`src/rtl/wrl_ram.sv`:
```
// ----------------------------------------------------------------------------
// wrl_ram
// Simple dual-port synchronous RAM, one write and one registered read port.
// ----------------------------------------------------------------------------
module wrl_ram #(
  parameter int W = 16,
  parameter int D = 256
) (
  input  logic                 clk,
  input  logic                 we,
  input  logic [$clog2(D)-1:0] waddr,
  input  logic [W-1:0]         wdata,
  input  logic [$clog2(D)-1:0] raddr,
  output logic [W-1:0]         rdata
);

  logic [W-1:0] mem [D];

  always_ff @(posedge clk) begin
    if (we) begin
      mem[waddr] <= wdata;
    end
    rdata <= mem[raddr];
  end

endmodule

```
`config.mk`:
```
export PLATFORM = sky130hd
export DESIGN_NAME = wrl_ram
export DESIGN_NICKNAME = d
export VERILOG_FILES = /design/src/rtl/wrl_ram.sv
export SDC_FILE = /design/constraint.sdc
export NUM_CORES = 2
export LEC_CHECK = 0
export BUFFER_PORTS_ARGS = -buffer_cell sky130_fd_sc_hd__buf_2
export CAP_MARGIN = 10
export CORE_MARGIN = 1
export CORE_UTILIZATION = 45
export CTS_CLUSTER_DIAMETER = 150
export DETAILED_ROUTE_END_ITERATION = 6
export PLACE_DENSITY = 0.7
export RECOVER_POWER = 50
export SKIP_LAST_GASP = 1
export SLEW_MARGIN = 20
export SYNTH_ARGS = -nofsm -noshare
export SYNTH_HDL_FRONTEND = slang
export SYNTH_SLANG_ARGS = --single-unit
```
`constraint.sdc`:
```
create_clock -name clk -period 3.5 [get_ports clk]
set_input_delay 0.175 -clock clk [delete_from_list [all_inputs] [get_ports clk]]
set_output_delay 0.175 -clock clk [all_outputs]
set_load 0.005 [all_outputs]
```
==> impl_metrics.yaml <==
outcome:
  status: "finished, violations left"
  failed_checks: "capacitance limit, slew limit"
global_route:
  grt_pass1_vias: 79600
  antenna_found_initial: 24
  grt_pass1_wl_um: 581000
  overflow: 0
  grt_usage_pct: 22.7
  grt_max_degree: 136
synth:
  yosys_warnings: 0
  synthCells: 7360
  yosys_register_bits: 4112
  async_flop_share_pct: 0
  netlist_area_um2: 159000
  synth_top_area_share_pct: 77.5
  avgSynthCellArea_um2: 21.6
  synth.top_cells.by_area: "edfxtp_1 (77%), mux4_2 (11%), mux2i_1 (3.6%)"
  ys_types: 52
  synth_largest_area_cell: "edfxtp_1"
  ys_seq_area_share_pct: 77.7
  synth_ff_type: "edfxtp_1"
  synth_nets: 7394
  synth_edf_count: 4096
setup_path:
  path_delay_family: "buffers and inverters"
  critical_path.slowest_cell: "clkbuf_2"
  critPathKind: "in -> reg"
  required_ns: 4.04
  worst_setup_path_end_kind: "flop"
  max_stage_delay_ns: 1.60
  critical_path.cell_chain: "dlygate4sd3_1, clkbuf_2, clkbuf_4"
  cp_num_buf_inv: 3
  worstSetupStartpointType: "primary input"
  cp_max_fo: 91
  cp.arrival_ns: 3.80
clocking:
  clock-sinks: 4112
  clkLatencyLatePin_ns: 0.91
  ctsLongestPathBuffers: 4
  clockRootBuffer: "clkbuf_16"
  numCtsBuffers: 393
  cts_tree: "yes"
  ctsResizeCount: 0
  h-tree-depth: 5
  path_clk_slew_ns: 0.06
layout:
  stdcell_area_um2: 181000
  area_delta_synth_final_pct: 13.9
  drive_gt1_share_pct: 26.0
  fin_util_pct: 51.6
  layout.nets: 8051
  fillers: 26700
  fin_cells: 12900
floorplanning:
  rows: 217
  core-area_um2: 350000
  die_y_um: 596
  die_w_um: 596
  initial_core_util_pct: 45.3
  dieArea_um2: 355000
  pin_count: 50
power_and_ir_drop:
  p_int_mw: 80.3
  vdd_drop_max_mv: 0.440
  swShare_pct: 21.1
  clkPwrFrac_pct: 41.5
  leakage_nw: 57.6
  p_switching_mw: 21.5
  p_comb_share_pct: 5.1
  p_seq_share_pct: 53.5
  power.density_nw_per_um2: 563
drt:
  drc: 0
  drtPass1Iterations: 7
  routedWlPerCell_um: 31.6
  ant_nets: 0
  wirelength_um: 409000
  drt_iter0_drc: 11300
  vias_per_cell: 6.21
  vias: 80300
placed_design:
  hpwl_um: 250000
  numPortBuffers: 49
  dpl_cell_area_um2: 168000
  gp_congestion: 0.924
  place_inst: 12200
timing:
  max_freq_ghz: 0.307
  clock_skew_ns: 0.0508
  finalSetupViolCount: 0
  fin_crit_sh_pct: 93.2
  relSlewSlack_pct: -127
  tightest_slew_ns: 3.40
  hold_violations: 0
  period_minus_slack_ns: 3.26
  hold_slack_ns: 0.0900
  slew_violations: 1611
  rsz0062_at_grt: "no"
min_path:
  worstHoldPathType: "in -> reg"
flow_run:
  max_cap_viol_count: 16
==> registers in the layout, summed over array words and instances, names as in the netlist <==
name / flops
rdata: 16
mem: 4096
==> routing by layer <==
| layer | up-vias | share of wire [%] | track usage [%] |
|---|---|---|---|
| li1 | 32600 | - | - |
| met1 | 42300 | 37 | 30.8 |
| met2 | 4660 | 48 | 36.0 |
| met3 | 779 | 10 | 4.21 |
| met4 | 6 | 4.9 | 10.2 |
| met5 | - | 0.010 | 0 |
==> cell usage after synthesis, types with 37 or more instances <==
library cell,number
a21oi_1,175
a22oi_1,43
buf_2,76
buf_6,77
clkbuf_1,230
edfxtp_1,4096
mux2_2,88
mux2i_1,565
mux4_2,797
nand2_1,38
nor2_1,304
nor3_1,92
o21ai_0,37
o221ai_1,252
o22ai_1,148
==> cell type report <==
type	instances	area, µm²	area share, %
Sequential cell	4112	123000	68.2
Multi-Input combinational cell	2792	32800	18.2
Clock buffer	467	10300	5.70
Timing Repair Buffer	714	6190	3.42
Tap cell	4599	5750	3.18
Clock inverter	241	2380	1.32
Antenna cell	14	35.0	0.0194
Inverter	4	27.5	0.0152
==> placed cells by master (no fill, tap or decap), types with 28 or more instances in the layout <==
cell type	instances
edfxtp_1	4096
mux4_2	797
mux2i_1	565
buf_4	523
clkbuf_16	399
nor2_1	288
o221ai_1	252
a21oi_1	175
o22ai_1	148
nor3_1	90
clkbuf_1	90
mux2_2	88
buf_12	81
clkinv_2	78
clkinv_1	75
a22oi_1	43
bufinv_16	42
nand2_1	38
o21ai_0	37
a22o_1	32
clkbuf_2	31
nand3_1	29
a221oi_1	28
buf_2	28
==> cells by family after synthesis <==
logic type | count (synthesis) | share of synthesized area (%)
AND/OR/NAND/NOR | 556 | 1.57
buffers and inverters | 456 | 1.69
multiplexers | 1450 | 15.5
flip-flops | 4112 | 77.7
AO/OA/AOI/OAI | 786 | 3.54
==> worst reg2reg max path, cell delays in order, from the launching register on <==
cell	delay [ns]
edfxtp_1	0.38
mux4_2	0.50
mux4_2	0.48
a22o_1	0.35
o32ai_1	0.85
buf_4	0.29
nor4_1	0.07
==> metrics by stage <==
stage               TNS [ns]  setup slack (ns)  total power [mW]
global route               0             0.219               104
CTS                        0             0.264               102
detailed placement    -0.540            -0.209              60.6
floorplan                  0              1.16              58.0
finish                     0             0.240               102
global placement      -0.443            -0.220              60.5
==> worst paths after layout <==
check,depth (start not counted),endpoint,startpoint,slack (ns)
worst max register to register,6,rdata[13],mem[55][13],0.44
worst min-delay path,4,mem[199][8],waddr[1],0.09
worst min register to register,6,rdata[14],mem[250][14],1.02
worst max-delay path,3,mem[66][9],wdata[9],0.24
==> power by group through the flow <==
stage / combinational (mW) / sequential [mW] / clock, mW
6_report: 5.18 / 54.4 / 42.2
5_1_grt: 5.37 / 54.4 / 44.4
4_1_cts: 5.18 / 54.4 / 42.6
3_5_place_dp: 5.15 / 55.4 / 0
3_3_place_gp: 5.04 / 55.4 / 0
2_1_floorplan: 2.68 / 55.4 / 0
==> what timing repair did <==
item,CTS,global route
endpoints found under the hold margin,1473,0
setup buffers,0,0
hold buffers,17,0
Note: power is estimated with default switching activity, not from simulation.
